--- config.mk ---
export PLATFORM = sky130hd
export DESIGN_NAME = pid_controller_clamped
export DESIGN_NICKNAME = d
export VERILOG_FILES = /design/src/sv/pcc_pkg.sv /design/src/sv/pcc_mul.sv /design/src/sv/pcc_div.sv /design/src/sv/pid_controller_clamped.sv
export VERILOG_INCLUDE_DIRS = /design/src /design/src/sv
export SDC_FILE = /design/constraint.sdc
export NUM_CORES = 2
export LEC_CHECK = 0
export ABC_AREA = 1
export BUFFER_PORTS_ARGS = -buffer_cell sky130_fd_sc_hd__buf_2
export CORE_MARGIN = 10
export CORE_UTILIZATION = 30
export CTS_CLUSTER_SIZE = 25
export DETAILED_ROUTE_END_ITERATION = 16
export PLACE_DENSITY = 0.44
export SLEW_MARGIN = 20
export SYNTH_ARGS = -nofsm -noshare
export SYNTH_HDL_FRONTEND = slang
export SYNTH_SLANG_ARGS = --single-unit
--- constraint.sdc ---
create_clock -name clk_i -period 17.3 [get_ports clk_i]
set_input_delay 1.73 -clock clk_i [delete_from_list [all_inputs] [get_ports clk_i]]
set_output_delay 1.73 -clock clk_i [all_outputs]
set_load 0.05 [all_outputs]
--- src/sv/assert_macros.svh ---
// Assertion macros shared by the RTL. Define ASSERT_OFF to compile them out.
`ifndef ASSERT_MACROS_SVH
`define ASSERT_MACROS_SVH

`ifndef ASSERT_OFF

`define ASSERT_IMPL(label, clk, rst_n, ante, cons) \
  label: assert property (@(posedge clk) disable iff (!rst_n) (ante) |-> (cons)) \
    else $error("assertion failed");

`define ASSERT_NEXT(label, clk, rst_n, ante, cons) \
  label: assert property (@(posedge clk) disable iff (!rst_n) (ante) |=> (cons)) \
    else $error("assertion failed");

`else

`define ASSERT_IMPL(label, clk, rst_n, ante, cons)

`define ASSERT_NEXT(label, clk, rst_n, ante, cons)

`endif

`endif

--- src/sv/pcc_pkg.sv ---
package pcc_pkg;

  localparam int unsigned VALUE_WIDTH_DEF = 32;
  localparam int unsigned FRAC_BITS_DEF   = 16;
  localparam int unsigned STEP_W          = 16;
  localparam int unsigned CHUNK_W         = STEP_W;
  localparam int unsigned CFG_IDX_W       = 3;

  localparam logic [CFG_IDX_W-1:0] REG_GAIN_PROP  = 3'd0;
  localparam logic [CFG_IDX_W-1:0] REG_GAIN_INT   = 3'd1;
  localparam logic [CFG_IDX_W-1:0] REG_GAIN_DERIV = 3'd2;
  localparam logic [CFG_IDX_W-1:0] REG_OUT_MIN    = 3'd3;
  localparam logic [CFG_IDX_W-1:0] REG_OUT_MAX    = 3'd4;
  localparam logic [CFG_IDX_W-1:0] REG_STEP       = 3'd5;

  typedef struct packed {
    logic busy;
    logic done;
  } div_stat_t;

endpackage

--- src/sv/pcc_mul.sv ---
module pcc_mul #(
  parameter int unsigned VALUE_WIDTH = pcc_pkg::VALUE_WIDTH_DEF
) (
  input  logic                                           clk_i,
  input  logic signed [VALUE_WIDTH-1:0]                  a_i,
  input  logic signed [pcc_pkg::CHUNK_W:0]               b_i,
  output logic signed [VALUE_WIDTH+pcc_pkg::CHUNK_W:0]   p_o
);

  logic signed [VALUE_WIDTH+pcc_pkg::CHUNK_W:0] p_d;
  logic signed [VALUE_WIDTH+pcc_pkg::CHUNK_W:0] p_q;

  assign p_d = a_i * b_i;
  assign p_o = p_q;

  always_ff @(posedge clk_i) begin
    p_q <= p_d;
  end

endmodule

--- src/sv/pcc_div.sv ---
module pcc_div #(
  parameter int unsigned VALUE_WIDTH = pcc_pkg::VALUE_WIDTH_DEF
) (
  input  logic                              clk_i,
  input  logic                              rst_ni,
  input  logic                              start_i,
  input  logic signed [VALUE_WIDTH:0]       dividend_i,
  input  logic [pcc_pkg::STEP_W-1:0]        divisor_i,
  output logic signed [VALUE_WIDTH-1:0]     quot_o,
  output pcc_pkg::div_stat_t                stat_o
);

  localparam int unsigned DW    = VALUE_WIDTH + 1;
  localparam int unsigned SW    = pcc_pkg::STEP_W;
  localparam int unsigned CNT_W = $clog2(DW + 1);

  typedef enum logic [1:0] {S_IDLE, S_RUN, S_DONE} state_e;

  state_e            state_q;
  logic [CNT_W-1:0]  cnt_q;
  logic [SW-1:0]     rem_q;
  logic [DW-1:0]     quo_q;
  logic [SW-1:0]     dvs_q;
  logic              neg_q;

  logic [SW:0]       trial;
  logic [SW:0]       diff;
  logic              fits;
  logic [DW-1:0]     mag;
  logic [DW:0]       qsu;
  logic signed [DW:0] qs;
  logic              ovf;

  always_comb begin
    trial = {rem_q, quo_q[DW-1]};
    diff  = trial - {1'b0, dvs_q};
    fits  = (trial >= {1'b0, dvs_q});
    mag   = dividend_i[DW-1] ? DW'(~dividend_i + 1'b1) : $unsigned(dividend_i);
    qsu   = {1'b0, quo_q};
    qs    = neg_q ? -$signed(qsu) : $signed(qsu);
    ovf   = !((&qs[DW:VALUE_WIDTH-1]) || !(|qs[DW:VALUE_WIDTH-1]));
  end

  assign quot_o = ovf ? {qs[DW], {(VALUE_WIDTH-1){~qs[DW]}}} : qs[VALUE_WIDTH-1:0];
  assign stat_o = '{busy: (state_q == S_RUN), done: (state_q == S_DONE)};

  always_ff @(posedge clk_i or negedge rst_ni) begin
    if (!rst_ni) begin
      state_q <= S_IDLE;
      cnt_q   <= '0;
      rem_q   <= '0;
      quo_q   <= '0;
      dvs_q   <= '0;
      neg_q   <= 1'b0;
    end else begin
      unique case (state_q)
        S_IDLE, S_DONE: begin
          if (start_i) begin
            state_q <= S_RUN;
            cnt_q   <= CNT_W'(DW);
            rem_q   <= '0;
            quo_q   <= mag;
            dvs_q   <= divisor_i;
            neg_q   <= dividend_i[DW-1];
          end
        end
        S_RUN: begin
          rem_q <= fits ? diff[SW-1:0] : trial[SW-1:0];
          quo_q <= {quo_q[DW-2:0], fits};
          cnt_q <= cnt_q - 1'b1;
          if (cnt_q == CNT_W'(1)) begin
            state_q <= S_DONE;
          end
        end
        default: state_q <= S_IDLE;
      endcase
    end
  end

endmodule

--- src/sv/pid_controller_clamped.sv ---
// PID controller with output clamp, signed fixed point with FRAC_BITS fraction bits.
// Each input transfer is one control tick: sensed_value_i and desired_value_i.
// The block answers every tick with exactly one output transfer carrying the
// clamped drive, the saturated error, the new integral and the derivative.
// Both channels use valid and stall; a transfer happens on a clock edge with
// valid high and stall low. in_stall_o is high from the accepted tick until
// its result is placed in the output register. Most of that wait is spent in
// the serial divider, which retires one quotient bit per cycle, followed by
// the last multiply. One shared multiplier forms every product, 16 bits of
// the operand per pass. While the receiver stalls, the result waits in the
// output register and the next tick is still accepted; it finishes only when
// the register frees up. Registers are written through cfg_we_i, cfg_idx_i
// and cfg_data_i; the user must write them only while the block is idle, as
// the block itself does not enforce it. Reset clears the integral and the
// previous error and loads the register defaults: gain_prop 0.1, other gains
// 0, full-range limits and a time step of 60 seconds.
`include "assert_macros.svh"

module pid_controller_clamped #(
  parameter int unsigned VALUE_WIDTH = pcc_pkg::VALUE_WIDTH_DEF,
  parameter int unsigned FRAC_BITS   = pcc_pkg::FRAC_BITS_DEF
) (
  input  logic                                       clk_i,
  input  logic                                       rst_ni,
  input  logic                                       in_valid_i,
  output logic                                       in_stall_o,
  input  logic signed [VALUE_WIDTH-1:0]              sensed_value_i,
  input  logic signed [VALUE_WIDTH-1:0]              desired_value_i,
  output logic                                       out_valid_o,
  input  logic                                       out_stall_i,
  output logic signed [VALUE_WIDTH-1:0]              drive_value_o,
  output logic signed [VALUE_WIDTH-1:0]              error_value_o,
  output logic signed [VALUE_WIDTH+pcc_pkg::STEP_W-1:0] integral_value_o,
  output logic signed [VALUE_WIDTH-1:0]              derivative_value_o,
  input  logic                                       cfg_we_i,
  input  logic [pcc_pkg::CFG_IDX_W-1:0]              cfg_idx_i,
  input  logic [VALUE_WIDTH-1:0]                     cfg_data_i
);

  localparam int unsigned STEP_W  = pcc_pkg::STEP_W;
  localparam int unsigned CHUNK_W = pcc_pkg::CHUNK_W;
  localparam int unsigned SUM_W   = VALUE_WIDTH + STEP_W;
  localparam int unsigned NCH_V   = (VALUE_WIDTH + CHUNK_W - 1) / CHUNK_W;
  localparam int unsigned NCH_S   = NCH_V + 1;
  localparam int unsigned OPW     = NCH_S * CHUNK_W;
  localparam int unsigned PROD_W  = VALUE_WIDTH + CHUNK_W + 1;
  localparam int unsigned ACC_W   = 2 * VALUE_WIDTH + STEP_W + 1;
  localparam int unsigned CH_W    = $clog2(NCH_S);

  localparam logic [CH_W-1:0] LAST_V = CH_W'(NCH_V - 1);
  localparam logic [CH_W-1:0] LAST_S = CH_W'(NCH_S - 1);

  localparam logic signed [VALUE_WIDTH-1:0] GP_RESET =
    VALUE_WIDTH'(((64'd1 << FRAC_BITS) + 64'd5) / 64'd10);
  localparam logic signed [VALUE_WIDTH-1:0] VAL_MIN = {1'b1, {(VALUE_WIDTH-1){1'b0}}};
  localparam logic signed [VALUE_WIDTH-1:0] VAL_MAX = {1'b0, {(VALUE_WIDTH-1){1'b1}}};
  localparam logic [STEP_W-1:0]             STEP_RESET = STEP_W'(60);

  typedef enum logic [2:0] {
    S_IDLE, S_INT_MUL, S_INT_ADD, S_MUL, S_ACC, S_WAIT_DIV, S_FIN
  } state_e;

  typedef enum logic [1:0] {T_PROP, T_INT, T_DERIV} term_e;

  // Configuration registers.
  logic signed [VALUE_WIDTH-1:0] gain_prop_q, gain_int_q, gain_deriv_q;
  logic signed [VALUE_WIDTH-1:0] out_min_q, out_max_q;
  logic [STEP_W-1:0]             step_q;

  // Sequencer and datapath registers.
  state_e                        state_q;
  term_e                         term_q;
  logic [CH_W-1:0]               chunk_q;
  logic signed [VALUE_WIDTH-1:0] err_q, last_error_q, deriv_q;
  logic signed [SUM_W-1:0]       error_sum_q;
  logic signed [ACC_W-1:0]       acc_q;

  // Output register.
  logic                          out_valid_q;
  logic signed [VALUE_WIDTH-1:0] drive_q, err_out_q, der_out_q;
  logic signed [SUM_W-1:0]       int_out_q;

  // Combinational helpers.
  logic signed [VALUE_WIDTH:0]   err_diff;
  logic signed [VALUE_WIDTH-1:0] err_sat;
  logic signed [VALUE_WIDTH-1:0] mul_a;
  logic signed [CHUNK_W:0]       mul_b;
  logic signed [PROD_W-1:0]      mul_p;
  logic signed [VALUE_WIDTH-1:0] gain_sel;
  logic [OPW-1:0]                op_ext;
  logic [CHUNK_W-1:0]            chunk_bits;
  logic [CH_W-1:0]               last_chunk;
  logic [ACC_W-1:0]              addend;
  logic signed [SUM_W+1:0]       sum_wide;
  logic signed [SUM_W-1:0]       sum_sat;
  logic signed [VALUE_WIDTH:0]   der_dividend;
  logic [STEP_W-1:0]             der_divisor;
  logic signed [VALUE_WIDTH-1:0] div_quot;
  pcc_pkg::div_stat_t            div_stat;
  logic signed [ACC_W-1:0]       acc_sh, max_ext, min_ext, clamp_hi, clamp_lo;
  logic                          out_free;

  assign in_stall_o         = (state_q != S_IDLE);
  assign out_valid_o        = out_valid_q;
  assign drive_value_o      = drive_q;
  assign error_value_o      = err_out_q;
  assign integral_value_o   = int_out_q;
  assign derivative_value_o = der_out_q;
  assign out_free           = !out_valid_q || !out_stall_i;

  always_comb begin
    err_diff = {desired_value_i[VALUE_WIDTH-1], desired_value_i} -
               {sensed_value_i[VALUE_WIDTH-1], sensed_value_i};
    err_sat  = (err_diff[VALUE_WIDTH] != err_diff[VALUE_WIDTH-1]) ?
               {err_diff[VALUE_WIDTH], {(VALUE_WIDTH-1){~err_diff[VALUE_WIDTH]}}} :
               err_diff[VALUE_WIDTH-1:0];
  end

  // Operand and chunk selection for the shared multiplier.
  always_comb begin
    case (term_q)
      T_PROP: begin
        gain_sel   = gain_prop_q;
        op_ext     = {{(OPW-VALUE_WIDTH){err_q[VALUE_WIDTH-1]}}, err_q};
        last_chunk = LAST_V;
      end
      T_INT: begin
        gain_sel   = gain_int_q;
        op_ext     = {{(OPW-SUM_W){error_sum_q[SUM_W-1]}}, error_sum_q};
        last_chunk = LAST_S;
      end
      default: begin
        gain_sel   = gain_deriv_q;
        op_ext     = {{(OPW-VALUE_WIDTH){deriv_q[VALUE_WIDTH-1]}}, deriv_q};
        last_chunk = LAST_V;
      end
    endcase
    chunk_bits = op_ext[chunk_q*CHUNK_W +: CHUNK_W];
    if (state_q == S_INT_MUL) begin
      mul_a = err_q;
      mul_b = {1'b0, step_q};
    end else begin
      mul_a = gain_sel;
      mul_b = (chunk_q == last_chunk) ? {chunk_bits[CHUNK_W-1], chunk_bits} :
                                        {1'b0, chunk_bits};
    end
  end

  always_comb begin
    addend   = {{(ACC_W-PROD_W){mul_p[PROD_W-1]}}, mul_p} << (CHUNK_W * chunk_q);
    sum_wide = {{2{error_sum_q[SUM_W-1]}}, error_sum_q} + {mul_p[PROD_W-1], mul_p};
    sum_sat  = (!((&sum_wide[SUM_W+1:SUM_W-1]) || !(|sum_wide[SUM_W+1:SUM_W-1]))) ?
               {sum_wide[SUM_W+1], {(SUM_W-1){~sum_wide[SUM_W+1]}}} :
               sum_wide[SUM_W-1:0];
    der_dividend = {err_q[VALUE_WIDTH-1], err_q} -
                   {last_error_q[VALUE_WIDTH-1], last_error_q};
    der_divisor  = (step_q == '0) ? STEP_W'(1) : step_q;
    acc_sh   = acc_q >>> FRAC_BITS;
    max_ext  = {{(ACC_W-VALUE_WIDTH){out_max_q[VALUE_WIDTH-1]}}, out_max_q};
    min_ext  = {{(ACC_W-VALUE_WIDTH){out_min_q[VALUE_WIDTH-1]}}, out_min_q};
    clamp_hi = (acc_sh > max_ext) ? max_ext : acc_sh;
    clamp_lo = (clamp_hi < min_ext) ? min_ext : clamp_hi;
  end

  pcc_mul #(
    .VALUE_WIDTH (VALUE_WIDTH)
  ) u_mul (
    .clk_i (clk_i),
    .a_i   (mul_a),
    .b_i   (mul_b),
    .p_o   (mul_p)
  );

  pcc_div #(
    .VALUE_WIDTH (VALUE_WIDTH)
  ) u_div (
    .clk_i      (clk_i),
    .rst_ni     (rst_ni),
    .start_i    (state_q == S_INT_MUL),
    .dividend_i (der_dividend),
    .divisor_i  (der_divisor),
    .quot_o     (div_quot),
    .stat_o     (div_stat)
  );

  always_ff @(posedge clk_i or negedge rst_ni) begin
    if (!rst_ni) begin
      gain_prop_q  <= GP_RESET;
      gain_int_q   <= '0;
      gain_deriv_q <= '0;
      out_min_q    <= VAL_MIN;
      out_max_q    <= VAL_MAX;
      step_q       <= STEP_RESET;
    end else if (cfg_we_i) begin
      unique case (cfg_idx_i)
        pcc_pkg::REG_GAIN_PROP:  gain_prop_q  <= cfg_data_i;
        pcc_pkg::REG_GAIN_INT:   gain_int_q   <= cfg_data_i;
        pcc_pkg::REG_GAIN_DERIV: gain_deriv_q <= cfg_data_i;
        pcc_pkg::REG_OUT_MIN:    out_min_q    <= cfg_data_i;
        pcc_pkg::REG_OUT_MAX:    out_max_q    <= cfg_data_i;
        pcc_pkg::REG_STEP:       step_q       <= cfg_data_i[STEP_W-1:0];
        default: ;
      endcase
    end
  end

  always_ff @(posedge clk_i or negedge rst_ni) begin
    if (!rst_ni) begin
      state_q      <= S_IDLE;
      term_q       <= T_PROP;
      chunk_q      <= '0;
      err_q        <= '0;
      last_error_q <= '0;
      deriv_q      <= '0;
      error_sum_q  <= '0;
      acc_q        <= '0;
      out_valid_q  <= 1'b0;
      drive_q      <= '0;
      err_out_q    <= '0;
      int_out_q    <= '0;
      der_out_q    <= '0;
    end else begin
      if (out_valid_q && !out_stall_i && state_q != S_FIN) begin
        out_valid_q <= 1'b0;
      end
      unique case (state_q)
        S_IDLE: begin
          if (in_valid_i) begin
            err_q   <= err_sat;
            state_q <= S_INT_MUL;
          end
        end
        S_INT_MUL: begin
          last_error_q <= err_q;
          acc_q        <= '0;
          term_q       <= T_PROP;
          chunk_q      <= '0;
          state_q      <= S_INT_ADD;
        end
        S_INT_ADD: begin
          error_sum_q <= sum_sat;
          state_q     <= S_MUL;
        end
        S_MUL: begin
          state_q <= S_ACC;
        end
        S_ACC: begin
          acc_q <= acc_q + addend;
          if (chunk_q == last_chunk) begin
            chunk_q <= '0;
            case (term_q)
              T_PROP: begin
                term_q  <= T_INT;
                state_q <= S_MUL;
              end
              T_INT: begin
                term_q  <= T_DERIV;
                state_q <= S_WAIT_DIV;
              end
              default: state_q <= S_FIN;
            endcase
          end else begin
            chunk_q <= chunk_q + 1'b1;
            state_q <= S_MUL;
          end
        end
        S_WAIT_DIV: begin
          if (div_stat.done) begin
            deriv_q <= div_quot;
            state_q <= S_MUL;
          end
        end
        S_FIN: begin
          if (out_free) begin
            drive_q     <= clamp_lo[VALUE_WIDTH-1:0];
            err_out_q   <= err_q;
            int_out_q   <= error_sum_q;
            der_out_q   <= deriv_q;
            out_valid_q <= 1'b1;
            state_q     <= S_IDLE;
          end
        end
        default: state_q <= S_IDLE;
      endcase
    end
  end

  `ASSERT_NEXT(a_accept_starts, clk_i, rst_ni, in_valid_i && !in_stall_o, state_q == S_INT_MUL)
  `ASSERT_IMPL(a_div_quiet_idle, clk_i, rst_ni, state_q == S_IDLE, !div_stat.busy)
  `ASSERT_IMPL(a_chunk_range, clk_i, rst_ni, state_q == S_MUL || state_q == S_ACC, chunk_q <= last_chunk)
  `ASSERT_NEXT(a_fin_loads, clk_i, rst_ni, state_q == S_FIN && out_free, out_valid_q && state_q == S_IDLE)

endmodule
* Yosys cells after proc, flatten, opt, wreduce, memory -nomap -nowiden *
Index checks and enable logic that the tools add are counted.

operators by class
  $add $sub $neg = 9
  multipliers = 1
  order comparisons = 3
  eq/ne operators = 25
  shift-type cells = 2
  multiplexer cells = 39
  bitwise operators = 4
  reductions and logical operators = 36

operators by type and width
  cell                                                             count
  81-bit case mux with 2 select lines                              1
  32-bit two-way mux                                               4
  48-bit case mux with 2 select lines                              1
  81-bit adder                                                     1
  81-bit by 32-bit < comparator with 1-bit output                  1
  81-bit two-way mux                                               1
  81-bit by 6-bit << shifter with 81-bit output                    1
  33-bit two-way mux                                               2
  33-bit case mux with 2 select lines                              1
  32-bit by 32-bit subtractor with 33-bit output                   2
  65-bit by 32-bit greater-than comparator with 1-bit output       1
  32-bit case mux with 2 select lines                              1
  48-bit by 49-bit adder with 50-bit output                        1
  32-bit by 17-bit multiplier with 49-bit output                   1
  16-bit two-way mux                                               3
  48-bit two-way mux                                               1
  48-bit by 7-bit indexed part select with 16-bit output           1
  17-bit two-way mux                                               2
  34-bit two-way mux                                               1
  33-bit negator with 34-bit output                                1
  33-bit by 1-bit adder with 33-bit output, second input constant  1
  33-bit NOT                                                       1
  16-bit case mux with 2 select lines                              1
  2-bit AND reduction                                              12
  36 further kinds                                                 76

word-level totals
  flip-flop bits (word level) = 676
  output and inout port bits = 146
  logic and storage cells = 145

* Logic depth before layout (Yosys ltp) *
  word-level depth = 6
  gate-level depth with buffers = 40
  depth with buffers taken out = 38

* Cells and area by module *
Synthesis repeated with hierarchy kept, for this count alone.

unflattened totals
  cell total of the unflattened synthesis = 9464
  area total of the unflattened synthesis = 67915.1 um2

modules (own cells, without submodules)
  module                  instances  cells each  area an instance (um2)
  pid_controller_clamped  1          5562        39806.9
  pcc_mul                 1          2933        21824.7
  pcc_div                 1          969         6283.5

* Worst setup path before layout *
No wires, ideal clock.

  path type = flip-flop to flip-flop
  from = reg state_q[0]
  to = reg u_mul.p_q, in the netlist u_mul.p_o[42]
  library setup time = 0.127 ns
  arrival time = 6.932 ns
  required time = 17.173 ns
  setup slack = 10.242 ns
  stages on the path, launching flop included = 35
  buffers on the path = 3
  period minus slack after synthesis = 7.058 ns
  cell sequence = dfrtp_1 > inv_1 > nor2_1 > inv_1 > nor2_4 > inv_2 > buf_2 > buf_1 > a21oi_1 > inv_1 > clkbuf_1 > nand2_1 > fa_1 > inv_1 > fa_1 > inv_1 > fa_1 > inv_1 > fa_1 > fa_1 > inv_1 > fa_1 > inv_1 > ha_1 > a21oi_1 > nor2_1 > nor2_1 > inv_1 > a21oi_1 > nand2_1 > a21oi_1 > o21bai_1 > a21oi_1 > o21ai_0 > xor2_1

between the ends
  longest elaborated chain between the ends = 3
  elaborated cells on any way between the ends = 4
  classes of those cells = mul (1); eq/ne (1); mux (2)

ends and longest elaborated chain
  element                                                   RTL line                       source
  from (decl)                                               pid_controller_clamped.sv:71   state_e state_q;
  from (signal assigned)                                    pid_controller_clamped.sv:209  state_q <= S_IDLE;
  from (signal assigned)                                    pid_controller_clamped.sv:230  state_q <= S_INT_MUL;
  from (signal assigned)                                    pid_controller_clamped.sv:238  state_q <= S_INT_ADD;
  3-bit by 1-bit == test with 1-bit output (*)              pid_controller_clamped.sv:139  if (state_q == S_INT_MUL) begin
  32-bit two-way mux or 17-bit two-way mux (tied branches)  pid_controller_clamped.sv:139
  32-bit by 17-bit multiplier with 49-bit output (*)        pcc_mul.sv:13                  assign p_d = a_i * b_i;
  named net u_mul.p_d, one bit                              pcc_mul.sv:10                  logic signed [VALUE_WIDTH+pcc_pkg::CHUNK_W:0] p_d;
  to (signal assigned)                                      pcc_mul.sv:17                  p_q <= p_d;
  to (decl)                                                 pcc_mul.sv:11                  logic signed [VALUE_WIDTH+pcc_pkg::CHUNK_W:0] p_q;

Mark *: on every way through the listed nets, which the timed path passes. The rest lies on a longest branch.
A chain may end at the register's enable or synchronous reset.

* Final worst setup path *
  from = reg term_q[0]
  to = reg u_mul.p_q, in the netlist u_mul.p_o[42]

between the ends
  longest elaborated chain between the ends = 6
  elaborated cells on any way between the ends = 11
  classes of those cells = mul (1); eq/ne (2); shift (1); mux (6); reduce/logical (1)

ends and longest elaborated chain
  element                                                                                  RTL line                                                      source
  from (decl)                                                                              pid_controller_clamped.sv:72                                  term_e term_q;
  from (signal assigned)                                                                   pid_controller_clamped.sv:210                                 term_q <= T_PROP;
  from (signal assigned)                                                                   pid_controller_clamped.sv:236                                 term_q <= T_PROP;
  from (signal assigned)                                                                   pid_controller_clamped.sv:253                                 term_q <= T_INT;
  2-bit by 1-bit == test with 1-bit output or 2-bit zero test (tied branches)              pid_controller_clamped.sv:121                                 case (term_q)
  48-bit case mux with 2 select lines or 2-bit two-way mux (tied branches)                 pid_controller_clamped.sv:121
  48-bit by 7-bit indexed part select with 16-bit output or 2-bit == test (tied branches)  pid_controller_clamped.sv:138, pid_controller_clamped.sv:144
  17-bit two-way mux                                                                       pid_controller_clamped.sv:144                                 mul_b = (chunk_q == last_chunk) ? {chunk_bits[CHUNK_W-1], chunk_bits} :
  17-bit two-way mux                                                                       pid_controller_clamped.sv:139
  32-bit by 17-bit multiplier with 49-bit output (*)                                       pcc_mul.sv:13
  named net u_mul.p_d, one bit                                                             pcc_mul.sv:10

Marked as above.

==> metrics.yaml <==
port_buffers: 249
grt_usage: 0.2357
setup_viol: 0
drc_errors: 0
ys_ff_latch: 676
dr.pass1.iters: 6
hpwl_um: 235100
grt_pass1_wl_um: 421500
end_kind: "flip-flop"
met2_length_um: 131700
dieWidth_um: 488.9
tightestPinTransition_ps: 1120
tritoncts: "built"
crit_type: "reg2reg"
wl_met3_um: 17680
cp_max_fo: 35
final_hold_viol_count: 0
synthCells: 8817
grt-ovfl-total: 0
grt_start_max_net_pins: 164
yosysMostFrequentCell: "nand2_1"
wl_met1_um: 127300
drt_iter0_markers: 5118
max_slew_margin: 0.2455
fmax_mhz: 100.7
worst_path_max_delay_cell: "nor2_1"
avgSynthCellArea_um2: 7.480
htreeDepth: 3
antenna_found_initial: 8
cp.required_ps: 17890
wirelength_um: 287300
worstPathArrival_ps: 10520
routedWlPerCell_um: 24.14
seq_area_frac_synth: 0.2536
synthFlopType: "dfrtp_1"
max_stage_delay_ps: 720
slew_viol_final: 0
status: "finished, final reports clean"
ant_nets: 0
die_area_um2: 239000
row_count: 172
pin_count: 250
synth_edf_count: 0
root_buffer: "clkbuf_16"
synthTopCellsByCount: "1765 x nand2_1, 1668 x inv_1, 861 x nor2_1, 737 x o21ai_0, 584 x dfrtp_1"
fp.coreArea_um2: 219300
final.setup_skew_ps: 65.95
yosysUniqueCellTypes: 73
cts.sinks: 676
fillerInstances: 23690
cp-start-kind: "flip-flop"
max_cap_violations: 0
synth_warnings: 0
cp_common_cell: "inv_1"
clk_pin_slew_ps: 60
num_vias: 60470
synth_nets: 9904
final_nets: 10040
grt_pass1_vias: 61270
cts_buffer_depth: 3
synthTopCellsByArea: "dfrtp_1 22%, fa_1 16%, nand2_1 10%, inv_1 9.5%, ha_1 8.7%"
routed.top_layer: "met4"
final_util: 0.3339
syn_area_um2: 65950
synthArstFlopShare: 0.9275
worstSkewPairLatency_ps: 770
gp_congestion: 0.9921
ctsHoldBuffers: 0
post-cts-setup-buffer-count: 0
viasPerCell: 5.082
hold_path.class: "reg2reg"
die_h_um: 488.9
cts_made_buffers: 86
syn_to_final_growth_pct: 11.04
synth_top_cell_by_area: "dfrtp_1"
yosysTopAreaCellShare: 0.2216
stdcell_count: 11900
drive_above_1_share: 0.07546
cts-resized-gates: 0
setup_tns_ps: 0
fin_crit_ps: 9930
fin_crit_sh: 0.5740
start_util: 0.3007
placedCellCount: 11740
rsz0062_at_grt: "no"
-- logic make-up after synthesis --
group	Yosys count	synth area share
and+or+nand+nor	3044	0.1858
xor gates and xnor gates	243	0.03324
buffers and inverters	1991	0.1161
AOI/OAI and AO/OA	1878	0.1645
adders and majority gates	983	0.2464
DFF	676	0.2536
muxes	2	0.0003036
-- per-stage QoR --
stage               hold WS, ps  instance area (um^2)  setup WS [ps]
floorplan                 451.5                 65950          10240
global placement          460.1                 70290           7152
detailed placement        461.0                 70300           6953
CTS                       476.8                 73200           6887
global route              503.6                 73230           6754
finish                    473.4                 73230           7370
-- cell type report --
cell class / instances / area [um^2] / area share
multi-input combinational: 6150 / 41650 / 0.5688
sequential: 676 / 16730 / 0.2284
inverter: 1696 / 6375 / 0.08705
tap: 2871 / 3592 / 0.04905
clock buffer: 124 / 2465 / 0.03366
timing repair buffer: 342 / 1979 / 0.02703
clock inverter: 37 / 432.9 / 0.005912
antenna: 3 / 7.507 / 0.0001025
-- routing by layer --
layer | track usage | vias to the layer above
met4 | 0.07531 | 0
met5 | 0 | -
met2 | 0.3858 | 1815
met1 | 0.3190 | 30010
li1 | - | 28300
met3 | 0.03556 | 349
-- worst max-delay path: cells and delay by family, from the launching register on --
kind,cells,cell delay [ps]
buffers and inverters,11,2410
xor gates and xnor gates,1,160
adders and majority gates,7,3520
AOI/OAI and AO/OA,8,1720
DFF,1,620
and+or+nand+nor,6,1270
-- worst paths after layout --
| path | startpoint | to | slack (ps) | depth (start not counted) |
|---|---|---|---|---|
| setup / recovery | term_q[0]$_DFFE_PN0P_ | u_mul.p_o[42]$_DFF_P_ | 7370 | 33 |
| max in group asynchronous | rst_ni | integral_value_o[36]$_DFFE_PN0P_ | 13240 | 4 |
| setup reg to reg | term_q[0]$_DFFE_PN0P_ | u_mul.p_o[42]$_DFF_P_ | 7370 | 33 |
| hold / removal | drive_value_o[24]$_DFFE_PN0P_ | drive_value_o[24]$_DFFE_PN0P_ | 470 | 2 |
| min in group asynchronous | rst_ni | out_min_q[12]$_DFFE_PN0P_ | 1010 | 1 |
| hold reg to reg | drive_value_o[24]$_DFFE_PN0P_ | drive_value_o[24]$_DFFE_PN0P_ | 470 | 2 |
-- sequential cells by signal (all words and copies together), names as in the netlist, 33 cells and up --
signal	flops
acc_q	81
u_mul.p_o	49
error_sum_q	48
integral_value_o	48
u_div.quo_q	33
-- cell usage in the layout (no fill, tap or decap), types with 41 or more instances in the layout --
master | netlist | routed
a22oi_1 | 46 | 46
a31oi_1 | 82 | 82
nand3_1 | 225 | 223
clkbuf_16 | 0 | 86
nand4_1 | 46 | 46
o21a_1 | 41 | 41
dfxtp_1 | 49 | 49
nor3_1 | 52 | 52
o22ai_1 | 86 | 86
buf_2 | 61 | 248
o21ai_0 | 737 | 734
dfstp_2 | 43 | 43
o21bai_1 | 46 | 46
buf_4 | 13 | 91
xnor2_1 | 78 | 78
nor2_1 | 861 | 857
xor2_1 | 158 | 158
a21oi_1 | 543 | 540
inv_1 | 1668 | 1662
fa_1 | 526 | 526
nand2_1 | 1765 | 1756
dfrtp_1 | 584 | 583
o221ai_1 | 50 | 50
ha_1 | 457 | 457
Power is not shown: default switching activity piles up to over one toggle a cycle in this logic, so the estimate is an artifact.
